<file path="src/design/sdal_pkg.sv">
// Shared types, character codes and the divide-by-ten helper for the decimal line printer.
package sdal_pkg;

	localparam int unsigned VAL_W   = 16;
	localparam int unsigned CHAR_W  = 8;
	localparam int unsigned DIG_W   = 4;
	localparam int unsigned MAX_DIG = 5;
	localparam int unsigned DIX_W   = $clog2(MAX_DIG);
	localparam int unsigned QDEPTH  = 2;

	localparam logic [CHAR_W-1:0] CH_ZERO  = 8'h30;
	localparam logic [CHAR_W-1:0] CH_MINUS = 8'h2D;
	localparam logic [CHAR_W-1:0] CH_CR    = 8'h0D;
	localparam logic [CHAR_W-1:0] CH_LF    = 8'h0A;

	// x / 10 == (x * 0xCCCD) >> 19, exact for every 16-bit x
	localparam logic [VAL_W-1:0] RECIP10 = 16'hCCCD;
	localparam int unsigned      RSHIFT  = 19;

	typedef struct packed {
		logic             neg;
		logic [VAL_W-1:0] mag;
	} item_t;

	function automatic logic [VAL_W-1:0] div10(input logic [VAL_W-1:0] x);
		logic [2*VAL_W-1:0] prod;
		prod = {{VAL_W{1'b0}}, x} * {{VAL_W{1'b0}}, RECIP10};
		return {{RSHIFT-VAL_W{1'b0}}, prod[2*VAL_W-1:RSHIFT]};
	endfunction

endpackage

</file>
<file path="src/design/sdal_front.sv">
// Front end: takes requests, splits sign and magnitude, and queues them for the back end.
module sdal_front
	import sdal_pkg::*;
(
	input  logic             clk,
	input  logic             arst_n,
	input  logic             num_valid,
	output logic             num_stall,
	input  logic [VAL_W-1:0] value,
	output logic             item_valid,
	output item_t            item,
	input  logic             item_pop
);

	localparam int unsigned PTR_W = $clog2(QDEPTH);
	localparam int unsigned CNT_W = $clog2(QDEPTH + 1);

	item_t            ent_q [QDEPTH];
	logic [PTR_W-1:0] wr_ptr_q;
	logic [PTR_W-1:0] rd_ptr_q;
	logic [CNT_W-1:0] count_q;
	logic             push;
	logic             pop;
	item_t            incoming;

	assign num_stall  = (count_q == CNT_W'(QDEPTH));
	assign push       = num_valid && !num_stall;
	assign item_valid = (count_q != '0);
	assign pop        = item_pop && item_valid;
	assign item       = ent_q[rd_ptr_q];

	assign incoming.neg = value[VAL_W-1];
	assign incoming.mag = value[VAL_W-1] ? (~value + VAL_W'(1)) : value;

	always_ff @(posedge clk) begin
		if (push) begin
			ent_q[wr_ptr_q] <= incoming;
		end
	end

	always_ff @(posedge clk or negedge arst_n) begin
		if (!arst_n) begin
			wr_ptr_q <= '0;
			rd_ptr_q <= '0;
			count_q  <= '0;
		end else begin
			if (push) begin
				wr_ptr_q <= (wr_ptr_q == PTR_W'(QDEPTH - 1)) ? '0 : wr_ptr_q + PTR_W'(1);
			end
			if (pop) begin
				rd_ptr_q <= (rd_ptr_q == PTR_W'(QDEPTH - 1)) ? '0 : rd_ptr_q + PTR_W'(1);
			end
			unique case ({push, pop})
				2'b10:   count_q <= count_q + CNT_W'(1);
				2'b01:   count_q <= count_q - CNT_W'(1);
				default: count_q <= count_q;
			endcase
		end
	end

endmodule

</file>
<file path="src/design/sdal_back.sv">
// Back end: peels decimal digits one per cycle, then streams the line through an output register.
module sdal_back
	import sdal_pkg::*;
(
	input  logic              clk,
	input  logic              arst_n,
	input  logic              item_valid,
	input  item_t             item,
	output logic              item_pop,
	output logic              chr_valid,
	input  logic              chr_stall,
	output logic [CHAR_W-1:0] char_code,
	output logic              last
);

	typedef enum logic [2:0] {
		ST_IDLE = 3'b001,
		ST_CONV = 3'b010,
		ST_EMIT = 3'b100
	} state_t;

	typedef enum logic [3:0] {
		PH_SIGN  = 4'b0001,
		PH_DIGIT = 4'b0010,
		PH_CR    = 4'b0100,
		PH_LF    = 4'b1000
	} phase_t;

	state_t            state_q;
	phase_t            phase_q;
	logic              neg_q;
	logic [VAL_W-1:0]  mag_q;
	logic [DIX_W-1:0]  cnt_q;
	logic [DIG_W-1:0]  dig_q [MAX_DIG];
	logic              chr_valid_q;
	logic [CHAR_W-1:0] char_q;
	logic              last_q;

	logic [VAL_W-1:0]  quot;
	logic [VAL_W-1:0]  quot_x10;
	logic [VAL_W-1:0]  rem_full;
	logic              conv_done;
	logic              out_free;

	assign quot      = div10(mag_q);
	assign quot_x10  = (quot << 3) + (quot << 1);
	assign rem_full  = mag_q - quot_x10;
	assign conv_done = (quot == '0) || (cnt_q == DIX_W'(MAX_DIG - 1));
	assign out_free  = !chr_valid_q || !chr_stall;
	assign item_pop  = (state_q == ST_IDLE);

	assign chr_valid = chr_valid_q;
	assign char_code = char_q;
	assign last      = last_q;

	always_ff @(posedge clk) begin
		if (state_q == ST_CONV) begin
			dig_q[cnt_q] <= rem_full[DIG_W-1:0];
		end
	end

	always_ff @(posedge clk or negedge arst_n) begin
		if (!arst_n) begin
			state_q     <= ST_IDLE;
			phase_q     <= PH_SIGN;
			neg_q       <= 1'b0;
			mag_q       <= '0;
			cnt_q       <= '0;
			chr_valid_q <= 1'b0;
			char_q      <= '0;
			last_q      <= 1'b0;
		end else begin
			// a free output register takes a new byte exactly when emitting
			if (out_free) begin
				chr_valid_q <= (state_q == ST_EMIT);
			end
			unique case (state_q)
				ST_IDLE: begin
					if (item_valid) begin
						neg_q   <= item.neg;
						mag_q   <= item.mag;
						cnt_q   <= '0;
						state_q <= ST_CONV;
					end
				end
				ST_CONV: begin
					mag_q <= quot;
					if (conv_done) begin
						phase_q <= neg_q ? PH_SIGN : PH_DIGIT;
						state_q <= ST_EMIT;
					end else begin
						cnt_q <= cnt_q + DIX_W'(1);
					end
				end
				ST_EMIT: begin
					if (out_free) begin
						last_q <= 1'b0;
						unique case (phase_q)
							PH_SIGN: begin
								char_q  <= CH_MINUS;
								phase_q <= PH_DIGIT;
							end
							PH_DIGIT: begin
								char_q <= CH_ZERO + {{CHAR_W-DIG_W{1'b0}}, dig_q[cnt_q]};
								if (cnt_q == '0) begin
									phase_q <= PH_CR;
								end else begin
									cnt_q <= cnt_q - DIX_W'(1);
								end
							end
							PH_CR: begin
								char_q  <= CH_CR;
								phase_q <= PH_LF;
							end
							PH_LF: begin
								char_q  <= CH_LF;
								last_q  <= 1'b1;
								state_q <= ST_IDLE;
							end
							default: phase_q <= PH_SIGN;
						endcase
					end
				end
				default: state_q <= ST_IDLE;
			endcase
		end
	end

endmodule

</file>
<file path="src/design/signed_to_decimal_ascii_line_top.sv">
// Top level of the signed decimal line printer: front queue plus digit and byte back end.
//
//  channel  | handshake              | payload
//  ---------+------------------------+-------------------------------
//  number   | num_valid / num_stall  | value (16b signed)
//  line     | chr_valid / chr_stall  | char_code (8b), last (1b)
//
// A request is loaded into the back end from the queue; the divide-by-ten unit then
// yields one digit per cycle, and the line leaves one byte per cycle through the single
// output register while the sink does not stall.
// A two-entry queue takes requests until full while the back end works or the sink stalls.
// Reset empties the queue and the output register; nothing else needs clearing.
module signed_to_decimal_ascii_line_top
	import sdal_pkg::*;
(
	input  logic              clk,
	input  logic              arst_n,
	input  logic              num_valid,
	output logic              num_stall,
	input  logic [VAL_W-1:0]  value,
	output logic              chr_valid,
	input  logic              chr_stall,
	output logic [CHAR_W-1:0] char_code,
	output logic              last
);

	logic  item_valid;
	item_t item;
	logic  item_pop;

	sdal_front u_front (
		.clk        (clk),
		.arst_n     (arst_n),
		.num_valid  (num_valid),
		.num_stall  (num_stall),
		.value      (value),
		.item_valid (item_valid),
		.item       (item),
		.item_pop   (item_pop)
	);

	sdal_back u_back (
		.clk        (clk),
		.arst_n     (arst_n),
		.item_valid (item_valid),
		.item       (item),
		.item_pop   (item_pop),
		.chr_valid  (chr_valid),
		.chr_stall  (chr_stall),
		.char_code  (char_code),
		.last       (last)
	);

endmodule

</file>
<file path="config.mk">
export PLATFORM = sky130hd
export DESIGN_NAME = signed_to_decimal_ascii_line_top
export DESIGN_NICKNAME = d
export VERILOG_FILES = /design/src/design/sdal_pkg.sv /design/src/design/sdal_front.sv /design/src/design/sdal_back.sv /design/src/design/signed_to_decimal_ascii_line_top.sv
export SDC_FILE = /design/constraint.sdc
export NUM_CORES = 1
export LEC_CHECK = 0
export BUFFER_PORTS_ARGS = -buffer_cell sky130_fd_sc_hd__clkbuf_2
export CAP_MARGIN = 10
export CORE_ASPECT_RATIO = 1.2
export CORE_UTILIZATION = 45
export CTS_BUF_LIST = sky130_fd_sc_hd__clkbuf_8
export CTS_CLUSTER_DIAMETER = 80
export DETAILED_ROUTE_END_ITERATION = 12
export PLACE_DENSITY = 0.71
export SETUP_SLACK_MARGIN = 0.3
export SLEW_MARGIN = 5
export SYNTH_ARGS = -nofsm -noshare
export SYNTH_HDL_FRONTEND = slang
export SYNTH_SLANG_ARGS = --single-unit
export TNS_END_PERCENT = 5
</file>
<file path="constraint.sdc">
create_clock -name clk -period 12.2 [get_ports clk]
set_input_delay 1.22 -clock clk [delete_from_list [all_inputs] [get_ports clk]]
set_output_delay 1.22 -clock clk [all_outputs]
set_load 0.005 [all_outputs]
</file>
; After elaboration in Yosys (flattened, before gate mapping)
; Memory sizes are Yosys's and may differ from the RTL's.
; Index checks and enable logic that the tools add are counted.
; W data, S select, Z words.
[word_totals]
memories = 2
in_bits = 20
mem_bits_rw = 54
word_cells = 96
regBits = 41
[memory_table]
columns = memory, depth, width, rd, rd_ports_with_merged_regs, write_ports, line_no
row1 = u_front.ent_q, 2, 17, 1, 0, 1, sdal_front.sv:18  ; item_t ent_q [QDEPTH];
row2 = u_back.dig_q, 5, 4, 1, 0, 1, sdal_back.sv:34  ; logic [DIG_W-1:0] dig_q [MAX_DIG];
[op_classes]
n_addsub = 10
multipliers = 1
n_bitwise = 1
eq_ne = 20
muxes = 29
n_reduce_logical = 22
[op_table]
columns = operator, n
row1 = $mul A16 B16 Y32 const B, 1
row2 = $mux W16, 2
row3 = $pmux W16 S2, 1
row4 = $pmux W8 S4, 1
row5 = $mux W3, 9
row6 = $pmux W3 S3, 2
row7 = $add A16 B1 Y16 const B, 1
row8 = $logic_not A16 Y1, 1
row9 = $not A16 Y16, 1
row10 = $pmux W4 S4, 1
row11 = $mux W4, 3
row12 = $ne A2 B2 Y1 const B, 5
row13 = $pmux W4 S2, 1
row14 = $reduce_bool A2 Y1, 4
row15 = $add A6 B4 Y7 const A, 1
row16 = $mux W1, 7
row17 = $eq A3 B3 Y1 const B, 2
row18 = $ne A2 B1 Y1 const B, 3
row19 = $reduce_and A2 Y1, 3
row20 = $reduce_and A6 Y1, 1
row21 = $reduce_and A5 Y1, 1
row22 = $add A4 B4 Y4, 1
row23 = $eq A2 B2 Y1 const B, 2
row24 = $eq A4 B1 Y1 const B, 1
row25 = 23 further kinds, 28

; Longest topological paths before layout
[depth]
ltp_word = 5
ltp_mapped = 25

; Cells and area by module
; Synthesis repeated with hierarchy kept, for this count alone.
[unflattened]
hier_cells = 907
area_unflattened_um2 = 9402.8
[modules_own_cells]
columns = module, seq_area_each_um2, cells_per_inst, area_each_um2, instances
row1 = sdal_back, 1478.9, 793, 7691.1, 1
row2 = sdal_front, 1121.1, 114, 1711.6, 1

; Worst setup path before layout
; No wires, ideal clock.
[synth_path]
kind = reg2reg
start = register u_back.mag_q[4]
end = register u_back.cnt_q[1]
synth_period_minus_slack_ns = 6.366
t_arrival_ns = 6.241
setup_slack_ns = 5.834
n_path_buf = 1
path_stages_with_launch = 24
setup_ns = 0.125
path_cell_list = dfrtp_1 ha_1 inv_1 fa_1 inv_1 fa_1 inv_1 fa_1 inv_1 fa_1 inv_1 fa_1 inv_1 ha_1 buf_2 nand4_1 or3_1 o21a_1 o22ai_1 xor2_1 nor4_2 nand3b_4 a211o_1 mux2_4
[synth_between]
elab_chain_cells = 5
[synth_rtl]
columns = item, line_no
row1 = from (decl), sdal_back.sv:32  ; logic [VAL_W-1:0] mag_q;
row2 = from (signal assigned), sdal_back.sv:81  ; mag_q <= item.mag;
row3 = from (signal assigned), sdal_back.sv:87  ; mag_q <= quot;
row4 = $mul A16 B16 Y32, sdal_pkg.sv:27  ; prod = {{VAL_W{1'b0}}, x} * {{VAL_W{1'b0}}, RECIP10};
row5 = $logic_not A16 Y1, sdal_back.sv:48  ; assign conv_done = (quot == '0) || (cnt_q == DIX_W'(MAX_DIG - 1));
row6 = $logic_or A1 B1 Y1, sdal_back.sv:48
row7 = $ne A2 B2 Y1 (no source line), --
row8 = $reduce_and A6 Y1 (no source line), --
row9 = to (signal assigned), sdal_back.sv:92  ; cnt_q <= cnt_q + DIX_W'(1);
row10 = to (signal assigned), sdal_back.sv:108  ; cnt_q <= cnt_q - DIX_W'(1);
row11 = to (decl), sdal_back.sv:33  ; logic [DIX_W-1:0] cnt_q;
; Every way passes these cells.
; A chain may end at the register's enable or synchronous reset.

; Worst setup path in the final report
[layout_path]
start = register u_back.mag_q[8]
end = register u_back.cnt_q[1]
; Same word-level chain as after synthesis.

==> summary.txt <==
Yosys
  – Cell with the most instances after synthesis: inv_1
  – Yosys reg bits: 93
  – Top cells by area in the synthesized netlist: ha_1, edfxtp_1, fa_1, dfrtp_1, inv_1
  – Synth cell count leaders: inv_1, ha_1, fa_1, edfxtp_1, nand2_1
  – Netlist Area Pre-Place: roughly 9200 sq um
  – EDFF count, synth: 54
  – Post-synthesis sequential area ratio: 28.2%
  – Syn Inst Count: roughly 880
  – Count of distinct cell types in the synthesized netlist: 71
  – Top cell type's share of synthesized area: between 15 and 20%
  – Share of synthesized area spent on multiplexers: 4.18%
  – Number of warnings printed during yosys synthesis: 0
  – Dominant cell type by area after synthesis: ha_1
  – Parity-gate share of the synthesized area counting xor and xnor cells: around 4.3%
  – Mean Syn Cell Area: 10.5 sq um
  – Leading register cell type out of synthesis: edfxtp_1
  – Simple-gate share of the synthesized area: 8.17%
  – Fraction of the mapped netlist area in compound gates: between 10% and 20%
  – Async S/R FF share, synth: a little over two fifths
  – Post-synthesis adder-cell area fraction: ~36%
  – Main combinational cell family by area after synthesis: adder cells

Critical path
  – Class of the most critical setup path: reg2reg
  – Family with the most delay on the worst path: adder cells
  – CP max-delay cell: o31ai_1
  – Stage delay of the slowest cell on the critical path: about 700 ps
  – Data arrival time of the critical path: between 7000 and 8000 ps
  – FF-to-FF setup slack: 5010 ps
  – Highest fanout seen on the critical path: 11
  – Critical path startpoint category: flip-flop
  – Cell chain of the critical path: ha_1 > inv_1 > fa_1 > inv_1 > fa_1 > inv_1 > fa_1 > inv_1 > fa_1 > inv_1 > fa_1 > inv_1 > ha_1 > nand4_1 > o31ai_1 > a221oi_2 > xnor2_1 > or4_1 > nand3b_4 > a211o_1 > mux2_4
  – Required time at the endpoint of the critical path: between 10000 and 15000 ps
  – Sort of element at the end of the critical path: flip-flop
  – Top cell by count, worst path: inv_1
  – CP bufs+invs: 6

Clock network
  – Worst-skew pair later-pin latency: approximately 370 ps
  – Buffers inserted during post-CTS setup optimization: 0
  – Max H-tree Level: 3
  – Number of clock sinks: 93
  – CTS max path bufs: 2
  – Number of hold buffers added after cts: 0
  – Root buf cell: clkbuf_8
  – CTS tree: yes
  – Clock transition at the registers of the reported paths: roughly 100 ps
  – Quantity of gates resized following cts: 0
  – Total CTS buffers: 9

Die
  – Die outline height: around 160 um
  – Starting utilization of the core area: 45.7%
  – Die span in x: ~130 um
  – Row cnt: 57
  – Placeable core region: a little over 20000 sq um
  – Top-level port count: 31
  – Floorplan die area: ~21000 sq um

Finish
  – Relative area change from synthesis to final layout: 6.27%
  – Count of non-filler cells in the finished layout: around 1200
  – Total inserted antenna cells: 0
  – Number of filler cells placed in the layout: about 1800
  – Final #Nets: 1135
  – Layout cell share with drive strength beyond 1: 7.85%
  – Area of all placed cells without fillers: slightly below 10000 sq um

Place
  – Port-buffer cells: 28
  – Final RePlAce weighted congestion: ~0.97
  – Total cell area at the placement stage: roughly 9600 sq um
  – Post-detail-place hpwl: approximately 18 mm
  – Placed cell count: 1153

Timing
  – Final critical-path share of the clock period: approximately 60%
  – Setup repair after global routing missed its margin: no
  – Maximum operating frequency: 0.139 GHz
  – Setup TNS: 0 ps
  – Transition time at the pin with the least slew margin: roughly 1000 ps
  – Final number of hold-violating endpoints: 0
  – Shortest period the worst path allows: 7190 ps
  – Pins Over Slew Limit: 0
  – Remaining max-slew budget at the tightest pin: 32.0%
  – Final Setup Violations: 0
  – Clock skew: 12.4 ps
  – WHS: 507 ps

Drt
  – Violation count after the first detailed-route iteration: between 400 and 500
  – Total number of vias: 6283
  – Total wire length: around 20 mm
  – Number of nets with antenna violations after routing: 0
  – DRC violations left: 0
  – Number of iterations in the first detailed-routing pass: 4
  – Via/cell ratio: ~5.4
  – WL per Instance: roughly 17 um

Job
  – Max Cap Viol: 0

GRT
  – Vias in the first global route: 6762
  – First-pass GRT wire length: ~34 mm
  – Largest net degree at the start of global routing: 40
  – Leftover overflow at the end of global routing: 0
  – Antenna violations before repair: 0
  – Aggregate global-route resource usage: a little over a fifth

Outcome
  – Status: complete, no violations

Worst hold path
  – Worst hold-check path type: reg2reg
## stage by stage
stage          setup WS, ps  util (%)
6_report               5010      48.5
5_1_grt                4620      48.5
4_1_cts                4990      48.5
3_5_place_dp           5020      47.5
3_3_place_gp           5000      47.5
2_1_floorplan          5830         -
## worst reg2reg max path, delay by kind of cell (launching register included)
family                     cells  cell delay [ps]
AOI/OAI and AO/OA              3             1180
xor gates and xnor gates       1              210
adders and majority gates      7             3530
buffers and inverters          6              390
DFF                            1              530
muxes                          1              310
and+or+nand+nor                3              940
## placed cells by master (no fill, tap or decap), types with 5 or more instances in the layout
cell type  synthesis  final
o31ai_1            5      5
nor3_1            12     12
nand4_1            9      9
clkbuf_2           0     28
and3_1             5      5
nor4_1             6      6
xnor2_1           31     31
mux2i_1           22     22
a31oi_1            8      8
a21o_1             8      8
edfxtp_1          54     54
or3_1              6      6
o21ai_0           22     22
inv_1            183    183
ha_1             135    135
a21oi_1           32     32
a221o_1           12     12
clkbuf_8           0      9
o21ai_1            9      9
nand3_1            8      8
xor2_1            14     14
nor2_1            36     36
fa_1              81     81
dfrtp_1           37     37
nand2_1           42     42
## per-layer routing
layer / vias to the layer above / wire length [um] / global-route usage, %
met1: 3075 / 8500 / 25.5
li1: 3027 / - / -
met3: 48 / 621 / 1.95
met5: - / 0 / 0
met2: 133 / 10400 / 37.0
met4: 0 / 907 / 10.6
## registers in the layout, indices dropped and copies added (netlist names)
register,flops
u_back.char_code,6
u_back.chr_valid,1
u_back.cnt_q,3
u_back.dig_q,20
u_back.last,1
u_back.mag_q,16
u_back.neg_q,1
u_back.phase_q,4
u_back.state_q,3
u_front.count_q,2
u_front.ent_q,34
u_front.rd_ptr_q,1
u_front.wr_ptr_q,1
## path summary, 6_finish.rpt
check / startpoint / endpoint / cells past startpoint
setup / recovery: u_back.mag_q[8] / u_back.cnt_q[1] / 21
hold / removal: u_front.wr_ptr_q / u_front.wr_ptr_q / 1
setup reg to reg: u_back.mag_q[8] / u_back.cnt_q[1] / 21
hold reg to reg: u_front.wr_ptr_q / u_front.wr_ptr_q / 1
max in group asynchronous: arst_n / u_back.mag_q[4] / 1
min in group asynchronous: arst_n / u_back.char_code[1] / 1
## layout make-up
type | count | area, sq um | area share, %
Multi-Input combinational cell | 580 | 5810 | 59.3
Sequential cell | 93 | 2600 | 26.5
Inverter | 184 | 691 | 7.05
Tap cell | 265 | 332 | 3.39
Timing Repair Buffer | 31 | 163 | 1.66
Clock buffer | 9 | 124 | 1.26
Clock inverter | 7 | 77.6 | 0.792
## cells by family (layout without fill, tap and decap cells)
kind of cell / Yosys count / in the layout
buf+inv: 209 / 231
other cells: 1 / 2
mux: 32 / 32
xor+xnor: 45 / 45
fa+ha+maj: 216 / 216
compound gates: 138 / 138
simple gates: 147 / 147
flops: 93 / 93
Power is not shown: default switching activity piles up to over one toggle a cycle in this logic, so the estimate is an artifact.
